**src/hw/rtl/fspc_pkg.sv**
```systemverilog
// Shared types and constants for the fuzzy speed PWM controller.
// No dependencies; imported by every module of the block.
package fspc_pkg;

  localparam int NSETS     = 5;
  localparam int DEG_W     = 8;                 // degrees 0..250
  localparam int DEN_W     = 11;                // sum of five degrees, <= 1250
  localparam int NUM_W     = 16;                // |weighted sum| <= 50 * 1250
  localparam int QBITS     = 6;                 // quotient magnitude <= 50
  localparam int QIDX_W    = 3;
  localparam int HALF_BASE = 25;
  localparam int SLOPE     = 10;

  localparam logic [DEG_W-1:0]  DEG_FULL = 8'd250;
  localparam logic signed [15:0] SET_LOW  = -16'sd50;
  localparam logic signed [15:0] SET_HIGH = 16'sd50;

  // output set selected by (error set, change set)
  localparam logic [2:0] RULE_OUT [NSETS][NSETS] = '{
    '{3'd0, 3'd0, 3'd1, 3'd1, 3'd2},
    '{3'd0, 3'd1, 3'd1, 3'd2, 3'd3},
    '{3'd1, 3'd1, 3'd2, 3'd3, 3'd3},
    '{3'd1, 3'd2, 3'd3, 3'd3, 3'd4},
    '{3'd2, 3'd3, 3'd3, 3'd4, 3'd4}
  };

  typedef logic [NSETS-1:0][DEG_W-1:0] deg_vec_t;

  // one request in flight through the divider
  typedef struct packed {
    logic [NUM_W-1:0] rem;
    logic [DEN_W-1:0] den;
    logic [QBITS-1:0] quo;
    logic             neg;
  } div_st_t;

endpackage

```
**src/hw/rtl/fspc_front.sv**
```systemverilog
// Front end: takes a request, fuzzifies both inputs, evaluates the rule base
// and forms centroid numerator/denominator. Depends on fspc_pkg.
module fspc_front (
  input  logic                 clk,
  input  logic                 rst_n,
  input  logic                 in_valid,
  output logic                 in_ready,
  input  logic signed [15:0]   in_speed_error,
  input  logic signed [15:0]   in_error_change,
  output logic                 wr_valid,
  input  logic                 wr_ready,
  output fspc_pkg::div_st_t    wr_st
);
  import fspc_pkg::*;

  function automatic deg_vec_t fuzzify(logic signed [15:0] x);
    deg_vec_t         d;
    logic signed [15:0] off_w;
    logic [6:0]       off;
    logic [6:0]       lo;
    d     = '0;
    off_w = x - SET_LOW;
    off   = off_w[6:0];
    if (x <= SET_LOW) begin
      d[0] = DEG_FULL;
    end else if (x > SET_HIGH) begin
      d[NSETS-1] = DEG_FULL;
    end else begin
      for (int i = 1; i < NSETS; i++) begin
        lo = 7'(HALF_BASE * (i - 1));
        if (off > lo && off <= lo + 7'(HALF_BASE)) begin
          d[i]   = 8'(off - lo) * 8'(SLOPE);
          d[i-1] = DEG_FULL - d[i];
        end
      end
    end
    return d;
  endfunction

  logic     f_valid_r;
  deg_vec_t de_r, dc_r;
  deg_vec_t de_nxt, dc_nxt;
  deg_vec_t dout;
  logic [DEG_W-1:0] m;
  logic signed [12:0] wsum;
  logic [11:0] wmag;
  logic [16:0] nprod;

  assign de_nxt   = fuzzify(in_speed_error);
  assign dc_nxt   = fuzzify(in_error_change);
  assign in_ready = !f_valid_r || wr_ready;
  assign wr_valid = f_valid_r;

  always_ff @(posedge clk) begin
    if (!rst_n) begin
      f_valid_r <= 1'b0;
    end else if (in_ready) begin
      f_valid_r <= in_valid;
    end
  end

  always_ff @(posedge clk) begin
    if (in_ready && in_valid) begin
      de_r <= de_nxt;
      dc_r <= dc_nxt;
    end
  end

  // min-AND per rule, max-OR into the output sets
  always_comb begin
    dout = '0;
    m    = '0;
    for (int a = 0; a < NSETS; a++) begin
      for (int b = 0; b < NSETS; b++) begin
        m = (de_r[a] < dc_r[b]) ? de_r[a] : dc_r[b];
        if (dout[RULE_OUT[a][b]] < m) dout[RULE_OUT[a][b]] = m;
      end
    end
  end

  // peaks are 25 * {-2,-1,0,1,2}; the factor 25 is applied to the magnitude
  always_comb begin
    wsum = 13'(dout[3]) + (13'(dout[4]) <<< 1) - 13'(dout[1]) - (13'(dout[0]) <<< 1);
    wmag = wsum[12] ? 12'(-wsum) : 12'(wsum);
    nprod = 17'(wmag) * 17'(HALF_BASE);
    wr_st.rem = nprod[NUM_W-1:0];
    wr_st.den = DEN_W'(dout[0]) + DEN_W'(dout[1]) + DEN_W'(dout[2])
              + DEN_W'(dout[3]) + DEN_W'(dout[4]);
    wr_st.quo = '0;
    wr_st.neg = wsum[12];
  end

endmodule

```
**src/hw/rtl/fspc_queue.sv**
```systemverilog
// Two-entry flop queue between the front end and the divider.
// Depends on fspc_pkg.
module fspc_queue (
  input  logic               clk,
  input  logic               rst_n,
  input  logic               wr_valid,
  output logic               wr_ready,
  input  fspc_pkg::div_st_t  wr_st,
  output logic               rd_valid,
  input  logic               rd_ready,
  output fspc_pkg::div_st_t  rd_st
);
  import fspc_pkg::*;

  div_st_t    mem_r [2];
  logic       wr_ptr_r, rd_ptr_r;
  logic [1:0] cnt_r, cnt_nxt;
  logic       do_wr, do_rd;

  assign wr_ready = (cnt_r != 2'd2);
  assign rd_valid = (cnt_r != 2'd0);
  assign rd_st    = mem_r[rd_ptr_r];
  assign do_wr    = wr_valid && wr_ready;
  assign do_rd    = rd_valid && rd_ready;

  always_comb begin
    cnt_nxt = cnt_r;
    if (do_wr && !do_rd) cnt_nxt = cnt_r + 2'd1;
    else if (!do_wr && do_rd) cnt_nxt = cnt_r - 2'd1;
  end

  always_ff @(posedge clk) begin
    if (!rst_n) begin
      wr_ptr_r <= 1'b0;
      rd_ptr_r <= 1'b0;
      cnt_r    <= 2'd0;
    end else begin
      if (do_wr) wr_ptr_r <= !wr_ptr_r;
      if (do_rd) rd_ptr_r <= !rd_ptr_r;
      cnt_r <= cnt_nxt;
    end
  end

  always_ff @(posedge clk) begin
    if (do_wr) mem_r[wr_ptr_r] <= wr_st;
  end

endmodule

```
**src/hw/rtl/fspc_div.sv**
```systemverilog
// Back end: pipelined restoring divider, one quotient bit per stage,
// then sign and output register. Depends on fspc_pkg.
module fspc_div (
  input  logic               clk,
  input  logic               rst_n,
  input  logic               in_valid,
  output logic               in_ready,
  input  fspc_pkg::div_st_t  in_st,
  output logic               out_valid,
  input  logic               out_ready,
  output logic signed [6:0]  out_pwm_delta
);
  import fspc_pkg::*;

  localparam int NSTG = QBITS - 1;   // bit 0 is resolved into the output register

  function automatic div_st_t div_step(div_st_t s, logic [QIDX_W-1:0] b);
    div_st_t          r;
    logic [NUM_W-1:0] dsh;
    r   = s;
    dsh = NUM_W'(s.den) << b;
    if (s.rem >= dsh) begin
      r.rem    = s.rem - dsh;
      r.quo[b] = 1'b1;
    end
    return r;
  endfunction

  logic [NSTG-1:0] v_r;
  div_st_t         st_r   [NSTG];
  div_st_t         st_nxt [NSTG];
  logic [NSTG-1:0] src_valid;
  logic [NSTG:0]   adv;
  logic            out_valid_r;
  logic signed [6:0] pwm_r, pwm_nxt;
  div_st_t         fin;
  logic [6:0]      mag7;

  always_comb begin
    adv[NSTG] = !out_valid_r || out_ready;
    for (int s = NSTG - 1; s >= 0; s--) begin
      adv[s] = !v_r[s] || adv[s+1];
    end
  end

  always_comb begin
    src_valid[0] = in_valid;
    st_nxt[0]    = div_step(in_st, QIDX_W'(QBITS - 1));
    for (int s = 1; s < NSTG; s++) begin
      src_valid[s] = v_r[s-1];
      st_nxt[s]    = div_step(st_r[s-1], QIDX_W'(QBITS - 1 - s));
    end
  end

  always_comb begin
    fin     = div_step(st_r[NSTG-1], '0);
    mag7    = {1'b0, fin.quo};
    pwm_nxt = fin.neg ? $signed(~mag7 + 7'd1) : $signed(mag7);
  end

  assign in_ready      = adv[0];
  assign out_valid     = out_valid_r;
  assign out_pwm_delta = pwm_r;

  always_ff @(posedge clk) begin
    if (!rst_n) begin
      v_r         <= '0;
      out_valid_r <= 1'b0;
    end else begin
      for (int s = 0; s < NSTG; s++) begin
        if (adv[s]) v_r[s] <= src_valid[s];
      end
      if (adv[NSTG]) out_valid_r <= v_r[NSTG-1];
    end
  end

  always_ff @(posedge clk) begin
    for (int s = 0; s < NSTG; s++) begin
      if (adv[s] && src_valid[s]) st_r[s] <= st_nxt[s];
    end
    if (adv[NSTG] && v_r[NSTG-1]) pwm_r <= pwm_nxt;
  end

endmodule

```
**src/hw/rtl/fuzzy_speed_pwm_controller.sv**
```systemverilog
// Fuzzy PD speed controller: speed error and error change in, PWM duty change
// out. One request per cycle is sustained when the output side does not stall.
// The centroid divider is a six-stage restoring pipeline resolving one quotient
// bit per stage, behind a fuzzify/rule stage and a two-entry queue that lets
// the front end keep accepting while the divider is held by the output.
// Depends on fspc_pkg, fspc_front, fspc_queue and fspc_div.
module fuzzy_speed_pwm_controller (
  input  logic               clk,
  input  logic               rst_n,
  input  logic               in_valid,
  output logic               in_ready,
  input  logic signed [15:0] in_speed_error,
  input  logic signed [15:0] in_error_change,
  output logic               out_valid,
  input  logic               out_ready,
  output logic signed [6:0]  out_pwm_delta
);
  import fspc_pkg::*;

  logic    fq_valid, fq_ready;
  div_st_t fq_st;
  logic    qd_valid, qd_ready;
  div_st_t qd_st;

  fspc_front u_front (
    .clk             (clk),
    .rst_n           (rst_n),
    .in_valid        (in_valid),
    .in_ready        (in_ready),
    .in_speed_error  (in_speed_error),
    .in_error_change (in_error_change),
    .wr_valid        (fq_valid),
    .wr_ready        (fq_ready),
    .wr_st           (fq_st)
  );

  fspc_queue u_queue (
    .clk      (clk),
    .rst_n    (rst_n),
    .wr_valid (fq_valid),
    .wr_ready (fq_ready),
    .wr_st    (fq_st),
    .rd_valid (qd_valid),
    .rd_ready (qd_ready),
    .rd_st    (qd_st)
  );

  fspc_div u_div (
    .clk           (clk),
    .rst_n         (rst_n),
    .in_valid      (qd_valid),
    .in_ready      (qd_ready),
    .in_st         (qd_st),
    .out_valid     (out_valid),
    .out_ready     (out_ready),
    .out_pwm_delta (out_pwm_delta)
  );

endmodule
```
**config.mk**
```make
export PLATFORM = sky130hd
export DESIGN_NAME = fuzzy_speed_pwm_controller
export DESIGN_NICKNAME = d
export VERILOG_FILES = /design/src/hw/rtl/fspc_pkg.sv /design/src/hw/rtl/fspc_front.sv /design/src/hw/rtl/fspc_queue.sv /design/src/hw/rtl/fspc_div.sv /design/src/hw/rtl/fuzzy_speed_pwm_controller.sv
export SDC_FILE = /design/constraint.sdc
export NUM_CORES = 1
export LEC_CHECK = 0
export BUFFER_PORTS_ARGS = -buffer_cell sky130_fd_sc_hd__buf_2
export CAP_MARGIN = 20
export CORE_MARGIN = 2
export CORE_UTILIZATION = 59
export DETAILED_ROUTE_END_ITERATION = 16
export PLACE_DENSITY = 0.83
export SETUP_SLACK_MARGIN = 0.5
export SYNTH_ARGS = -nofsm -noshare
export SYNTH_HDL_FRONTEND = slang
export SYNTH_SLANG_ARGS = --single-unit
```
**constraint.sdc**
```tcl
create_clock -name clk -period 18.2 [get_ports clk]
set_input_delay 0.91 -clock clk [delete_from_list [all_inputs] [get_ports clk]]
set_output_delay 0.91 -clock clk [all_outputs]
set_load 0.005 [all_outputs]
```
==> results.py <==
metrics = {
    "placed_design": {
        "place.detailed.hpwl_um": 61300,
        "pre_cts_slack_ns": -0.0768,
        "place.port_buffers": 44,
        "globalplace.congestion": 0.979,
    },
    "min_path": {
        "hold_path.class": "register to register",
    },
    "cts": {
        "clock_tree.buffer_depth": 3,
        "cts.htree.levels": 1,
        "tritoncts_num_sinks": 286,
        "numCtsBuffers": 31,
        "clk_transition_reported_paths_ns": 0.06,
        "clock_insertion_delay_worst_skew_ns": 0.60,
        "cts_root_buffer": "clkbuf_16",
        "cts_tree": "done",
    },
    "timing": {
        "finalCritPeriodShare_pct": 94.4,
        "rsz0062_at_grt": "no",
        "setup_viol_count_final": 0,
        "fin_ws_ns": 1.02,
        "worst-slew-pin-transition_ns": 1.11,
        "timing.clock.skew_ns": 0.0105,
        "period_minus_slack_ns": 17.18,
        "timing.final.max_slew_violations": 0,
        "maxSlewHeadroom_pct": 25.4,
        "timing_hold_violations_final": 0,
        "clock.fmax_mhz": 58.2,
    },
    "synth": {
        "synth.top_cells.by_count": "475 x ha_1, 343 x inv_1, 274 x edfxtp_1",
        "unique_masters_post_synth": 86,
        "netlist.top_cell.by_area": "edfxtp_1",
        "synth_compound_gate_area_share_pct": 16.3,
        "netlist_top_cells_area": "edfxtp_1 29%, ha_1 21%, mux2i_1 6.4%",
        "main_combinational_cell_family_by_area_after_synthesis": "adder cells",
        "synth_fp_nets": 3544,
        "post_synth_simple_gate_area_pct": 10.9,
        "postSynthRegisterBits": 286,
        "netlist_area_um2": 28600,
        "postSynth.asyncResetShare_pct": 0,
        "post-synth-top-count-cell": "ha_1",
        "adder_and_majority_gate_portion_of_the_synthesized_area_pct": 23.3,
        "share_of_synthesized_area_spent_on_multiplexers_pct": 9.00,
        "synth-edff-count": 274,
        "synthesis.yosys.warnings": 0,
        "share_of_the_yosys_chip_area_belonging_to_registers_pct": 29.6,
        "synthXorXnorAreaFrac_pct": 5.48,
        "syn-instance-count": 2997,
        "synth_top_area_share_pct": 28.7,
        "synth_top_flop_cell": "edfxtp_1",
        "post_synth.cell_area_avg_um2": 9.56,
    },
    "floorplan": {
        "die_width_um": 224,
        "num_rows": 80,
        "fp.dieArea_um2": 50300,
        "core_region_area_um2": 47800,
        "ios": 45,
        "floorplan.initialDensity_pct": 59.9,
        "fp.dieH_um": 224,
    },
    "finish": {
        "finalCoreUtilization_pct": 66.2,
        "num_antenna_cells": 0,
        "final_layout_size_suffix_gt1_share_pct": 12.8,
        "multi_input_area_um2": 19000,
        "nFillCells": 3628,
        "area_growth_pct": 10.6,
        "seq_area_um2": 8470,
        "number_of_nets_at_the_end_of_the_flow": 3676,
    },
    "route": {
        "post-route-drc-count": 0,
        "routed.top_layer": "met4",
        "wl_per_cell_um": 21.4,
        "drt_iter0_markers": 1716,
        "route.final.wire_length_um": 80700,
        "antenna_violating_nets_left": 0,
        "met1_length_um": 31100,
        "routed-wl-met3_um": 5320,
        "first_pass_iters": 7,
        "wl_met2_um": 39500,
        "route.vias.total": 23400,
        "vias_per_cell": 6.20,
    },
    "critical_path": {
        "path_max_fanout": 10,
        "slowest_cell_on_the_critical_path": "fa_1",
        "r2r_slack_ns": 1.02,
        "critical_path.top_delay_family": "compound AO/OA/AOI/OAI gates",
        "cp.required_ns": 18.54,
        "worst_setup_path_start_kind": "register",
        "worst_setup_path_end_kind": "register",
        "path_common_cell": "a21oi_2",
        "critical_path_max_stage_delay_ns": 0.51,
        "timing.setup.critical_path_class": "register to register",
        "buffers_inverters_on_critical_path": 11,
        "crit_arrival_ns": 17.52,
    },
    "global_route": {
        "antenna_found_initial": 0,
        "global_route_wire_length_before_repair_um": 125000,
        "grt_max_degree": 66,
        "overflow": 0,
        "grt_pass1_vias": 23500,
        "gr-usage-all-layers_pct": 31.5,
    },
    "job": {
        "max-cap-violations": 0,
    },
    "run_status": {
        "outcome": "finished, final reports clean",
    },
}
## timing repair
action / CTS / global route
resized for setup: 17 / 75
endpoints found under the setup margin: 10 / 16
setup buffers: 12 / 35
pin swaps: 2 / 23
hold buffers: 0 / 0
## flip-flops by register name (all words and copies together), names as in the netlist, 2 cells and up, named ones only
name / count
u_front.de_r: 35
u_queue.cnt_r: 2
u_div.st_r: 145
u_div.v_r: 5
u_div.out_pwm_delta: 7
u_front.dc_r: 35
u_queue.mem_r: 52
## metrics by stage
stage                     hold WS, ns  TNS (ns)  cell area [µm²]  instances
after floorplan                 0.400         0            28600       2997
after global placement          0.402         0            30000       3663
after detailed placement        0.405    -0.154            30000       3663
after CTS                       0.411         0            31100       3733
after global routing            0.426         0            31700       3769
final                           0.417         0            31700       3769
## worst paths after layout
path,startpoint,end,cells after the start
hold reg to reg,u_div.st_r[0][102],u_div.st_r[0][136],0
setup reg to reg,u_front.dc_r[35],u_queue.mem_r[0][27],93
hold / removal,u_div.st_r[0][102],u_div.st_r[0][136],0
setup / recovery,u_front.dc_r[35],u_queue.mem_r[0][27],93
## routing by layer
metal / global-route usage, % / up-vias
met5: 0 / -
met4: 16.2 / 0
met3: 4.18 / 287
met2: 56.0 / 906
met1: 37.2 / 11200
li1: - / 11000
## cells by family (layout without fill, tap and decap cells)
| family | after synthesis | after routing |
|---|---|---|
| muxes | 249 | 249 |
| and+or+nand+nor | 623 | 623 |
| DFF | 286 | 286 |
| buffers and inverters | 415 | 572 |
| AOI/OAI and AO/OA | 736 | 736 |
| xor gates and xnor gates | 177 | 177 |
| adders and majority gates | 511 | 511 |
## cells in the final DEF (no fill, tap or decap), types with 13 or more instances in the layout
| cell type | instances |
|---|---|
| nor3_1 | 24 |
| o22ai_1 | 30 |
| nor2_1 | 183 |
| o21bai_1 | 23 |
| nor2b_1 | 54 |
| mux2_2 | 64 |
| nand4_1 | 16 |
| nand3_1 | 43 |
| fa_1 | 35 |
| or3_1 | 13 |
| o21ai_0 | 135 |
| buf_4 | 123 |
| edfxtp_1 | 274 |
| buf_2 | 44 |
| nand2_1 | 103 |
| o21a_1 | 43 |
| nand2b_1 | 101 |
| mux2i_1 | 175 |
| and2_1 | 19 |
| a21o_1 | 127 |
| inv_1 | 332 |
| xnor2_1 | 108 |
| a21oi_2 | 28 |
| a21oi_1 | 228 |
| clkbuf_16 | 31 |
| xor2_1 | 65 |
| ha_1 | 469 |
## area by class of cell
| class | instances | share of cell area (%) |
|---|---|---|
| Clock buffer | 35 | 2.56 |
| Inverter | 343 | 4.06 |
| Tap cell | 615 | 2.43 |
| Clock inverter | 23 | 0.632 |
| Multi-Input combinational cell | 2296 | 59.8 |
| Sequential cell | 286 | 26.7 |
| Timing Repair Buffer | 171 | 3.75 |
Power is left out: the tool's default activity adds up to more than one toggle a clock period on the data nets, which glitch-free logic cannot reach.
